===== config.mk =====
export PLATFORM = sky130hd
export DESIGN_NAME = websocket_frame_deframer_top
export DESIGN_NICKNAME = d
export VERILOG_FILES = /design/src/hw/rtl/wsd_pkg.sv /design/src/hw/rtl/wsd_parser.sv /design/src/hw/rtl/wsd_fifo.sv /design/src/hw/rtl/wsd_unmask.sv /design/src/hw/rtl/websocket_frame_deframer_top.sv
export SDC_FILE = /design/constraint.sdc
export NUM_CORES = 1
export LEC_CHECK = 0
export BUFFER_PORTS_ARGS = -buffer_cell sky130_fd_sc_hd__buf_2
export CAP_MARGIN = 30
export CORE_MARGIN = 3
export CORE_UTILIZATION = 55
export CTS_CLUSTER_DIAMETER = 80
export CTS_CLUSTER_SIZE = 25
export DETAILED_ROUTE_END_ITERATION = 10
export PLACE_DENSITY = 0.72
export SYNTH_ARGS = -nofsm -noshare
export SYNTH_HDL_FRONTEND = slang
export SYNTH_SLANG_ARGS = --single-unit

===== constraint.sdc =====
create_clock -name clk_i -period 3.4 [get_ports clk_i]
set_input_delay 0.34 -clock clk_i [delete_from_list [all_inputs] [get_ports clk_i]]
set_output_delay 0.34 -clock clk_i [all_outputs]
set_load 0.05 [all_outputs]

===== src/hw/rtl/wsd_pkg.sv =====
package wsd_pkg;

  // One payload word on its way from the parser to the output stage.
  typedef struct packed {
    logic [7:0] data;
    logic [7:0] key;
    logic [3:0] opcode;
    logic       fin;
    logic       last;
  } wsd_entry_t;

  // Queue status seen by the parser and the output stage.
  typedef struct packed {
    logic full;
    logic valid;
  } wsd_q_status_t;

endpackage


===== src/hw/rtl/wsd_parser.sv =====
module wsd_parser import wsd_pkg::*; #(
  parameter int unsigned LENGTH_WIDTH = 64
) (
  input  logic       clk_i,
  input  logic       rst_ni,
  input  logic       in_valid_i,
  output logic       in_ready_o,
  input  logic [7:0] in_byte_i,
  input  logic       q_full_i,
  output logic       push_o,
  output wsd_entry_t entry_o
);

  localparam logic [2:0] PhHdr0 = 3'd0;
  localparam logic [2:0] PhHdr1 = 3'd1;
  localparam logic [2:0] PhExt  = 3'd2;
  localparam logic [2:0] PhKey  = 3'd3;
  localparam logic [2:0] PhData = 3'd4;

  localparam logic [6:0] Len16Code = 7'd126;
  localparam logic [6:0] Len64Code = 7'd127;
  localparam logic [3:0] ExtBytes16 = 4'd2;
  localparam logic [3:0] ExtBytes64 = 4'd8;
  localparam logic [3:0] ExtOne     = 4'd1;
  localparam logic [2:0] KeyBytes   = 3'd4;
  localparam logic [2:0] KeyOne     = 3'd1;
  localparam logic [LENGTH_WIDTH-1:0] RemZero = '0;
  localparam logic [LENGTH_WIDTH-1:0] RemOne  = {{(LENGTH_WIDTH-1){1'b0}}, 1'b1};

  logic [2:0]              phase_q, phase_d;
  logic                    fin_q, fin_d;
  logic [3:0]              opcode_q, opcode_d;
  logic                    mask_q, mask_d;
  logic [LENGTH_WIDTH-1:0] rem_q, rem_d;
  logic [3:0]              ext_q, ext_d;
  logic [31:0]             key_q, key_d;
  logic [2:0]              key_left_q, key_left_d;
  logic [1:0]              pos_q, pos_d;

  logic                    accept;
  logic [6:0]              len7;
  logic [LENGTH_WIDTH-1:0] rem_shift;
  logic [7:0]              key_byte;

  // Header bytes never wait; only payload words need room in the queue.
  assign in_ready_o = !((phase_q == PhData) && q_full_i);
  assign accept     = in_valid_i && in_ready_o;
  assign len7       = in_byte_i[6:0];
  assign rem_shift  = {rem_q[LENGTH_WIDTH-9:0], in_byte_i};

  always_comb begin
    case (pos_q)
      2'd0:    key_byte = key_q[31:24];
      2'd1:    key_byte = key_q[23:16];
      2'd2:    key_byte = key_q[15:8];
      default: key_byte = key_q[7:0];
    endcase
  end

  assign entry_o.data   = in_byte_i;
  assign entry_o.key    = key_byte;
  assign entry_o.opcode = opcode_q;
  assign entry_o.fin    = fin_q;
  assign entry_o.last   = (rem_q == RemOne);

  always_comb begin
    phase_d    = phase_q;
    fin_d      = fin_q;
    opcode_d   = opcode_q;
    mask_d     = mask_q;
    rem_d      = rem_q;
    ext_d      = ext_q;
    key_d      = key_q;
    key_left_d = key_left_q;
    pos_d      = pos_q;
    push_o     = 1'b0;
    if (accept) begin
      case (phase_q)
        PhHdr1: begin
          mask_d = in_byte_i[7];
          key_d  = '0;
          pos_d  = '0;
          rem_d  = RemZero;
          if (len7 == Len16Code) begin
            ext_d   = ExtBytes16;
            phase_d = PhExt;
          end else if (len7 == Len64Code) begin
            ext_d   = ExtBytes64;
            phase_d = PhExt;
          end else begin
            rem_d = {{(LENGTH_WIDTH-7){1'b0}}, len7};
            if (in_byte_i[7]) begin
              key_left_d = KeyBytes;
              phase_d    = PhKey;
            end else if (len7 == 7'd0) begin
              phase_d = PhHdr0;
            end else begin
              phase_d = PhData;
            end
          end
        end
        PhExt: begin
          rem_d = rem_shift;
          ext_d = ext_q - 4'd1;
          if (ext_q == ExtOne) begin
            if (mask_q) begin
              key_left_d = KeyBytes;
              phase_d    = PhKey;
            end else if (rem_shift == RemZero) begin
              phase_d = PhHdr0;
            end else begin
              phase_d = PhData;
            end
          end
        end
        PhKey: begin
          key_d      = {key_q[23:0], in_byte_i};
          key_left_d = key_left_q - 3'd1;
          if (key_left_q == KeyOne) begin
            phase_d = (rem_q == RemZero) ? PhHdr0 : PhData;
          end
        end
        PhData: begin
          push_o = 1'b1;
          pos_d  = pos_q + 2'd1;
          rem_d  = rem_q - RemOne;
          if (rem_q == RemOne) begin
            phase_d = PhHdr0;
          end
        end
        default: begin
          fin_d    = in_byte_i[7];
          opcode_d = in_byte_i[3:0];
          phase_d  = PhHdr1;
        end
      endcase
    end
  end

  always_ff @(posedge clk_i or negedge rst_ni) begin
    if (!rst_ni) begin
      phase_q    <= PhHdr0;
      fin_q      <= 1'b0;
      opcode_q   <= '0;
      mask_q     <= 1'b0;
      rem_q      <= '0;
      ext_q      <= '0;
      key_q      <= '0;
      key_left_q <= '0;
      pos_q      <= '0;
    end else begin
      phase_q    <= phase_d;
      fin_q      <= fin_d;
      opcode_q   <= opcode_d;
      mask_q     <= mask_d;
      rem_q      <= rem_d;
      ext_q      <= ext_d;
      key_q      <= key_d;
      key_left_q <= key_left_d;
      pos_q      <= pos_d;
    end
  end

endmodule


===== src/hw/rtl/wsd_fifo.sv =====
module wsd_fifo import wsd_pkg::*; (
  input  logic          clk_i,
  input  logic          rst_ni,
  input  logic          push_i,
  input  wsd_entry_t    entry_i,
  input  logic          pop_i,
  output wsd_q_status_t status_o,
  output wsd_entry_t    entry_o
);

  localparam logic [1:0] Depth = 2'd2;

  wsd_entry_t mem_q [2];
  logic       wr_ptr_q, rd_ptr_q;
  logic [1:0] count_q;
  logic       do_push, do_pop;

  assign status_o.full  = (count_q == Depth);
  assign status_o.valid = (count_q != 2'd0);
  assign do_push        = push_i && !status_o.full;
  assign do_pop         = pop_i && status_o.valid;
  assign entry_o        = mem_q[rd_ptr_q];

  always_ff @(posedge clk_i) begin
    if (do_push) begin
      mem_q[wr_ptr_q] <= entry_i;
    end
  end

  always_ff @(posedge clk_i or negedge rst_ni) begin
    if (!rst_ni) begin
      wr_ptr_q <= 1'b0;
      rd_ptr_q <= 1'b0;
      count_q  <= '0;
    end else begin
      if (do_push) begin
        wr_ptr_q <= ~wr_ptr_q;
      end
      if (do_pop) begin
        rd_ptr_q <= ~rd_ptr_q;
      end
      case ({do_push, do_pop})
        2'b10:   count_q <= count_q + 2'd1;
        2'b01:   count_q <= count_q - 2'd1;
        default: count_q <= count_q;
      endcase
    end
  end

endmodule


===== src/hw/rtl/wsd_unmask.sv =====
module wsd_unmask import wsd_pkg::*; (
  input  logic          clk_i,
  input  logic          rst_ni,
  input  wsd_q_status_t status_i,
  input  wsd_entry_t    entry_i,
  output logic          pop_o,
  output logic          out_valid_o,
  input  logic          out_ready_i,
  output logic [7:0]    out_data_o,
  output logic [3:0]    out_opcode_o,
  output logic          out_fin_o,
  output logic          out_last_o
);

  logic       valid_q;
  logic [7:0] data_q;
  logic [3:0] opcode_q;
  logic       fin_q, last_q;

  // The output register refills in the same cycle that its word is taken.
  assign pop_o = status_i.valid && (!valid_q || out_ready_i);

  always_ff @(posedge clk_i) begin
    if (pop_o) begin
      data_q   <= entry_i.data ^ entry_i.key;
      opcode_q <= entry_i.opcode;
      fin_q    <= entry_i.fin;
      last_q   <= entry_i.last;
    end
  end

  always_ff @(posedge clk_i or negedge rst_ni) begin
    if (!rst_ni) begin
      valid_q <= 1'b0;
    end else if (pop_o) begin
      valid_q <= 1'b1;
    end else if (out_ready_i) begin
      valid_q <= 1'b0;
    end
  end

  assign out_valid_o  = valid_q;
  assign out_data_o   = data_q;
  assign out_opcode_o = opcode_q;
  assign out_fin_o    = fin_q;
  assign out_last_o   = last_q;

endmodule


===== src/hw/rtl/websocket_frame_deframer_top.sv =====
// WebSocket receive deframer: takes the received stream one byte per word and
// emits each payload byte, unmasked, with its frame's opcode and FIN bit in
// tuser and tlast on the last payload byte of the frame. Header, extended
// length and mask key bytes produce no output, nor do zero-length frames.
// The block sustains one byte per clock except when it stalls: header bytes are
// always taken at once, while payload bytes wait only when the two-word queue
// in front of the output register is full, which happens only after the
// downstream side has held tready low. An accepted payload byte passes through
// the queue and then the output register. LENGTH_WIDTH sets how many low bits
// of the 64-bit extended length are kept (16 to 64).
module websocket_frame_deframer_top import wsd_pkg::*; #(
  parameter int unsigned LENGTH_WIDTH = 64
) (
  input  logic       clk_i,
  input  logic       rst_ni,
  input  logic       s_axis_tvalid_i,
  output logic       s_axis_tready_o,
  input  logic [7:0] s_axis_tdata_i,  // [7:0] in_byte
  output logic       m_axis_tvalid_o,
  input  logic       m_axis_tready_i,
  output logic [7:0] m_axis_tdata_o,  // [7:0] payload_byte
  output logic [4:0] m_axis_tuser_o,  // [3:0] frame_opcode, [4] final_fragment
  output logic       m_axis_tlast_o
);

  logic          push;
  logic          pop;
  wsd_entry_t    push_entry;
  wsd_entry_t    head_entry;
  wsd_q_status_t q_status;
  logic [3:0]    out_opcode;
  logic          out_fin;

  wsd_parser #(
    .LENGTH_WIDTH(LENGTH_WIDTH)
  ) u_parser (
    .clk_i      (clk_i),
    .rst_ni     (rst_ni),
    .in_valid_i (s_axis_tvalid_i),
    .in_ready_o (s_axis_tready_o),
    .in_byte_i  (s_axis_tdata_i),
    .q_full_i   (q_status.full),
    .push_o     (push),
    .entry_o    (push_entry)
  );

  wsd_fifo u_fifo (
    .clk_i    (clk_i),
    .rst_ni   (rst_ni),
    .push_i   (push),
    .entry_i  (push_entry),
    .pop_i    (pop),
    .status_o (q_status),
    .entry_o  (head_entry)
  );

  wsd_unmask u_unmask (
    .clk_i        (clk_i),
    .rst_ni       (rst_ni),
    .status_i     (q_status),
    .entry_i      (head_entry),
    .pop_o        (pop),
    .out_valid_o  (m_axis_tvalid_o),
    .out_ready_i  (m_axis_tready_i),
    .out_data_o   (m_axis_tdata_o),
    .out_opcode_o (out_opcode),
    .out_fin_o    (out_fin),
    .out_last_o   (m_axis_tlast_o)
  );

  assign m_axis_tuser_o = {out_fin, out_opcode};

  // A payload word is never offered to a full queue.
  assert property (@(posedge clk_i) disable iff (!rst_ni)
    push |-> !q_status.full)
    else $error("payload word pushed into a full queue");

  // The output stage only drains a queue that holds something.
  assert property (@(posedge clk_i) disable iff (!rst_ni)
    pop |-> q_status.valid)
    else $error("queue popped while empty");

  // Input back-pressure comes only from a full queue.
  assert property (@(posedge clk_i) disable iff (!rst_ni)
    !s_axis_tready_o |-> q_status.full)
    else $error("input stalled while the queue has room");

  // A full queue implies the output register is holding a word.
  assert property (@(posedge clk_i) disable iff (!rst_ni)
    q_status.full |-> m_axis_tvalid_o)
    else $error("queue full while the output register is empty");

endmodule


==> reports/qor.yml, run 1 <==
outcome: "complete, no violations"
first_iter_violations: 988
regToRegEndpoint: "u_parser.rem_q[57]"
synthToLayoutAreaGrowth_pct: 11.9
synth_edf_count: 58
grt_use_met2_pct: 37.5
grt_usage_pct: 25.8
fin_crit_sh_pct: 86.8
wl_um: 22300
clock_sinks: 177
clock_latency_ns: 0.44
hpwl_um: 14900
cts_tree: "yes"
first_pass_iters: 7
crit_chain: "or4_1, or3b_1, nor3_1, buf_4, nand3_1, o41ai_1, a31o_2"
synth_area_mm2: 0.00881
timing.fmax_mhz: 339
drive_above_1_share_pct: 12.8
synth_nets: 886
cts_root_buf: "clkbuf_16"
use_met3_pct: 4.98
ant_nets: 0
grt_pass1_vias: 6845
cp-start-kind: "register"
leakagePower_nw: 3.95
place_area_mm2: 0.00925
n_fill_cell: 1228
gp_congestion: 0.949
hp-start: "m_axis_tready_i"
synthCells: 863
setup_viol: 0
insertedDiodeCount: 0
hold_depth: 2
slowest_stage: "or4_1"
initial_utilization_pct: 57.1
synth.distinct_cells: 64
fp.coreArea_mm2: 0.0154
cpPeakStageDelay_ns: 0.54
critPathKind: "reg2reg"
grt_max_degree: 78
rsz0062_at_grt: "false"
num_rows: 45
portBuffers: 27
hp-class: "in2reg"
nNetsFinal: 908
timing.rr.start: "u_parser.rem_q[14]"
overflow: 0
design_area_mm2: 0.00985
vias: 7258
antenna_found_initial: 0
dieWidth_um: 133
dieArea_mm2: 0.0176
end_kind: "register"
pwr_density_cell_mw_per_mm2: 686
cap_violations: 0
ys_ff_latch: 177
crit_required_ns: 3.78
post-route-util_pct: 63.9
arrival_ns: 3.33
fin_tns_setup_ns: 0
grt_first_pass_wirelength_um: 36500
fin_skew_ns: 0.00839
via_per_inst: 6.54
met1_usage_pct: 39.1
finalPower_w: 0.00676
synth.avg_cell_area_um2: 10.2
r2r_slack_ns: 0.45
path_buf_inv: 1
finalHoldViolCount: 0
wl_per_cell_um: 20.1
fin_crit_ns: 2.95
ir_worst_vdd_v: 0.000370
tightestPinTransition_ns: 0.899
grt-busiest-layer: "met1"
r2r_cells: 7
slew_viol_final: 0
cts_buffers: 17
clockBufferDepth: 2
drc_errors: 0
htreeDepth: 4
die_h_um: 133
worstHoldEndpoint: "u_unmask.out_valid_o"
path_clk_slew_ns: 0.07
yosysWarningCount: 0
ys_async_sr_fraction_pct: 67.2
synth_ff_type: "dfrtp_1"
relSlewSlack_pct: 39.9
crit_fanout: 10
crit_family: "simple AND/OR/NAND/NOR gates"
ys_seq_area_share_pct: 53.6
io_pins: 28
==> cell families (layout without fill, tap and decap cells) <==
group	after synthesis	count (layout)	synth area share, %
AND/OR/NAND/NOR	279	279	16.3
AO/OA/AOI/OAI	275	275	20.4
flip-flops	177	177	53.6
buffers and inverters	79	114	3.57
XOR/XNOR	22	22	2.19
multiplexers	20	20	2.43
adder cells (fa/ha/maj)	11	11	1.56
==> how the worst max path moves through the flow <==
stage / startpoint / end / cells after the start
floorplan: u_parser.rem_q[18] / u_parser.phase_q[2] / 7
global placement: u_parser.rem_q[14] / u_parser.phase_q[2] / 6
CTS: u_parser.rem_q[14] / u_parser.phase_q[2] / 6
detailed placement: u_parser.rem_q[14] / u_parser.phase_q[2] / 6
global route: u_parser.rem_q[14] / u_parser.rem_q[57] / 7
finish: u_parser.rem_q[14] / u_parser.rem_q[57] / 7
==> through the flow <==
step,hold WS (ns),cells,setup WS [ns]
5_1_grt,0.0919,1109,0.286
3_5_place_dp,0.420,1076,0.499
4_1_cts,0.0963,1109,0.484
2_1_floorplan,0.0444,863,0.637
6_report,0.0974,1109,0.449
3_3_place_gp,0.407,1075,0.524
==> report_power, final <==
group	switching (W)	internal, W	leakage (nW)
sequential	0.000331	0.00261	2.16
clock	0.000915	0.00105	0.291
combinational	0.00127	0.000579	1.49
total	0.00252	0.00424	3.95
==> cell usage after synthesis, drive strengths merged, types with 24 or more instances <==
cell	instances	area (µm²)
nor4	24	171
edfxtp	58	1740
clkbuf	46	173
nor2	64	240
o21ai	102	510
nand2	71	267
a22o	34	298
nand3	25	125
inv	26	97.6
a21oi	45	225
dfrtp	119	2980
nor3	30	166
==> routing by layer <==
metal,vias up,wire (µm)
met1,3596,10300
met4,0,408
li1,3313,-
met2,317,10000
met3,32,1570
met5,-,0
==> placed cells by master (no fill, tap or decap), types with 5 or more instances in the layout <==
master / instances
nand2b_1: 9
nor4_1: 22
o311ai_0: 9
nand2_1: 71
nand4_1: 7
nand3_1: 25
inv_6: 5
a32oi_1: 8
nor2b_1: 7
o21ai_0: 102
clkbuf_16: 17
ha_1: 11
nor2_1: 62
buf_4: 26
a21oi_1: 45
o211ai_1: 12
mux2i_1: 9
xnor2_1: 10
mux2_2: 11
a22o_1: 34
a31oi_1: 8
edfxtp_1: 58
or3_1: 7
or4_1: 6
a222oi_1: 8
xor2_1: 12
inv_1: 26
dfrtp_1: 119
nor3_1: 28
a22oi_1: 21
buf_2: 26
==> worst register-to-register path: stages (launching register included) <==
cell and delay, ns:
dfrtp_1 0.42, or4_1 0.54, or3b_1 0.54, nor3_1 0.32
buf_4 0.23, nand3_1 0.28, o41ai_1 0.41, a31o_2 0.15
==> cell type report <==
| type | instances | area, µm² | share of cell area (%) |
|---|---|---|---|
| inverter | 26 | 97.6 | 0.990 |
| timing repair buffer | 56 | 390 | 3.96 |
| multi-input combinational | 607 | 3790 | 38.5 |
| sequential | 177 | 4720 | 47.9 |
| clock inverter | 14 | 161 | 1.64 |
| tap | 211 | 264 | 2.68 |
| clock buffer | 18 | 429 | 4.36 |
==> sequential cells by signal, summed over array words and instances (netlist names), 2 cells and up <==
signal                 cells
u_fifo.count_q             2
u_fifo.mem_q              44
u_parser.ext_q             4
u_parser.key_left_q        3
u_parser.key_q            32
u_parser.opcode_q          4
u_parser.phase_q           3
u_parser.pos_q             2
u_parser.rem_q            64
u_unmask.out_data_o        8
u_unmask.out_opcode_o      4
==> repair_timing <==
| item | 4_1_cts | 5_1_grt |
|---|---|---|
| gates resized for setup | 0 | 0 |
| hold endpoints to repair | 46 | 0 |
| hold buffers | 1 | 0 |
| buffers inserted | 0 | 0 |
No activity file was read; power rests on OpenSTA's default activity.
==> inputs of run 2 (changes only) <==
--- a/config.mk
+++ b/config.mk
@@ -8,11 +8,11 @@
 export BUFFER_PORTS_ARGS = -buffer_cell sky130_fd_sc_hd__buf_2
 export CAP_MARGIN = 30
 export CORE_MARGIN = 3
-export CORE_UTILIZATION = 55
+export CORE_UTILIZATION = 62
 export CTS_CLUSTER_DIAMETER = 80
 export CTS_CLUSTER_SIZE = 25
 export DETAILED_ROUTE_END_ITERATION = 10
-export PLACE_DENSITY = 0.72
+export PLACE_DENSITY = 0.8
 export SYNTH_ARGS = -nofsm -noshare
 export SYNTH_HDL_FRONTEND = slang
 export SYNTH_SLANG_ARGS = --single-unit
==> run 2 against run 1 <==
Effect of this change: clock power increased by 10%; sequential share of layout area decreased by 0.36 points; clock-buffer cell count increased by 3; via count increased by 3.1%; largest cell class unchanged; register-to-register slack about the same; combinational power increased by 3%; clock skew increased by 0.0022 ns; routed wire length increased by 5.7%; sequential power about the same; cell count decreased by 2.8%; worst hold slack improved by 0.037 ns; worst setup slack improved by 0.012 ns.
==> reports/qor.yml, run 2 (same netlist as run 1, synthesis figures left out) <==
crit_required_ns: 3.71  # -0.07 ns
grt_pass1_vias: 7140  # +4.3%
fp.coreArea_mm2: 0.0136  # -12%
end_kind: "register"
cts_root_buf: "clkbuf_16"
fin_tns_setup_ns: 0  # unchanged
htreeDepth: 4  # unchanged
io_pins: 28  # unchanged
crit_top_cell: "or4_4"
path_clk_slew_ns: 0.07  # about the same
tightestPinTransition_ns: 0.854  # -0.0458 ns
wl_per_cell_um: 21.9  # +8.7%
r2r_slack_ns: 0.46  # about the same
final_common_cell: "dfrtp_1"
setup_viol: 0  # unchanged
arrival_ns: 3.25  # -0.08 ns
first_pass_iters: 8  # +1
overflow: 0  # unchanged
final_cell_mix: "dfrtp_1 (119), o21ai_0 (102), nand2_1 (71)"
pwr_density_cell_mw_per_mm2: 706  # +2.9%
finalPower_w: 0.00701  # +3.7%
relSlewSlack_pct: 43.0  # +3.1 points
initial_utilization_pct: 65.0  # +7.9 points
finalHoldViolCount: 0  # unchanged
highest_layer: "met4"
critPathKind: "reg2reg"
crit_chain: "or4_4, or4_4, nor3_1, buf_4, nand2_1, or4_1, a31o_2"
regToRegEndpoint: "u_parser.rem_q[57]"
synthToLayoutAreaGrowth_pct: 12.7
slowest_stage: "or4_4"
timing.fmax_mhz: 340  # +0.40%
clock_sinks: 177  # unchanged
drc_errors: 0  # unchanged
rsz0062_at_grt: "false"
largest_reg_flops: 64  # unchanged
fin_skew_ns: 0.0106  # +0.00223 ns
ir_worst_vdd_v: 0.000461  # +25%
portBuffers: 27  # unchanged
antenna_found_initial: 1  # +1
drive_above_1_share_pct: 13.1  # +0.29 points
gp_congestion: 0.906  # -4.6%
grt_first_pass_wirelength_um: 38500  # +5.5%
met2_length_um: 10800  # +7.5%
largestRegisters: "u_parser.rem_q: 64 flops, u_fifo.mem_q: 44 flops, u_parser.key_q: 32 flops"
cts_buffers: 17  # unchanged
num_rows: 42  # -6.7%
outcome: "complete, no violations"
cap_violations: 0  # unchanged
dieArea_mm2: 0.0157  # -11%
r2r_cells: 7  # unchanged
regMostFlops: "u_parser.rem_q"
crit_fanout: 11  # +1
vias: 7486  # +3.1%
startpoint: "u_parser.rem_q[18]"
hpwl_um: 15300  # +2.8%
grt_usage_pct: 30.5  # +4.7 points
clock_latency_ns: 0.43  # about the same
hp-class: "in2reg"
wl_met1_um: 9980  # -3.4%
first_iter_violations: 1274  # +29%
nNetsFinal: 911  # +0.33%
cpPeakStageDelay_ns: 0.54  # about the same
ant_nets: 0  # unchanged
endpoint: "u_parser.rem_q[57]"
timing.rr.start: "u_parser.rem_q[18]"
grt_max_degree: 77  # -1.3%
die_h_um: 125  # -5.5%
fin_crit_sh_pct: 86.4  # -0.35 points
met3_length_um: 2350  # +50%
post_cts_buffers: 0  # unchanged
leakagePower_nw: 4.01  # +1.5%
cts_tree: "yes"
clockBufferDepth: 2  # unchanged
slew_viol_final: 0  # unchanged
wl_um: 23600  # +5.7%
cp-start-kind: "register"
dieWidth_um: 125  # -5.5%
via_per_inst: 6.94  # +6.1%
fin_crit_ns: 2.94  # -0.0118 ns
-- run 2: cell count changes in the layout (fill, tap and decap cells not counted), moves of 2 or more --
cell	delta
clkinv_4	-3
inv_8	-3
buf_16	+2
buf_4	+2
bufinv_16	+2
clkbuf_16	+2
-- run 2: what timing repair did --
action / in CTS / in global routing
endpoints found under the setup margin: 0 / 0
gates resized for setup: 0 / 0
hold buffers: 1 / 0
endpoints found under the hold margin: 30 / 0
-- run 2: cell type report --
| cell class | instances | area (µm²) |
|---|---|---|
| fillers | 927 | 3630 |
| flip-flops and latches | 177 | 4720 |
| inverters | 26 | 97.6 |
| clock buffers | 21 | 493 |
| repair buffers | 59 | 445 |
| multi-input cells | 607 | 3790 |
| diodes | 1 | 2.50 |
| clock inverters | 11 | 159 |
| well taps | 176 | 220 |
-- run 2: where the power goes --
part	internal [W]	total, W	switching (W)
Sequential	0.00261	0.00295	0.000335
Clock	0.00128	0.00216	0.000871
Combinational	0.000586	0.00191	0.00132
-- run 2: how the worst min path moves through the flow --
stage	slack [ns]	depth (start not counted)	endpoint	start
floorplan	0.04	0	u_fifo.count_q[0]	rst_ni
global placement	0.44	0	u_fifo.mem_q[0][3]	u_parser.opcode_q[1]
detailed placement	0.33	1	u_fifo.rd_ptr_q	rst_ni
CTS	0.13	2	u_unmask.out_valid_o	m_axis_tready_i
global route	0.14	2	u_unmask.out_valid_o	m_axis_tready_i
finish	0.13	2	u_unmask.out_valid_o	m_axis_tready_i
-- run 2: worst max-delay path: cells and delay by family, from the launching register on --
kind | cells | cell delay, ns
compound gates | 1 | 0.26
buf+inv | 1 | 0.22
flops | 1 | 0.44
simple gates | 5 | 1.91
-- run 2: metal layers --
layer,global-route usage [%],up-vias
li1,-,3329
met1,44.9,3652
met2,45.2,450
met3,7.04,55
met4,10.3,0
met5,0,-
-- run 2: per-stage QoR --
step / hold WS [ns] / util (%) / setup slack (ns) / std cells / cell area, µm²
2_1_floorplan: 0.0444 / - / 0.637 / 863 / 8810
3_3_place_gp: 0.445 / 67.9 / 0.578 / 1042 / 9210
3_5_place_dp: 0.329 / 68.1 / 0.536 / 1043 / 9240
4_1_cts: 0.132 / 73.0 / 0.487 / 1076 / 9900
5_1_grt: 0.138 / 73.2 / 0.356 / 1078 / 9930
6_report: 0.134 / 73.2 / 0.461 / 1078 / 9930
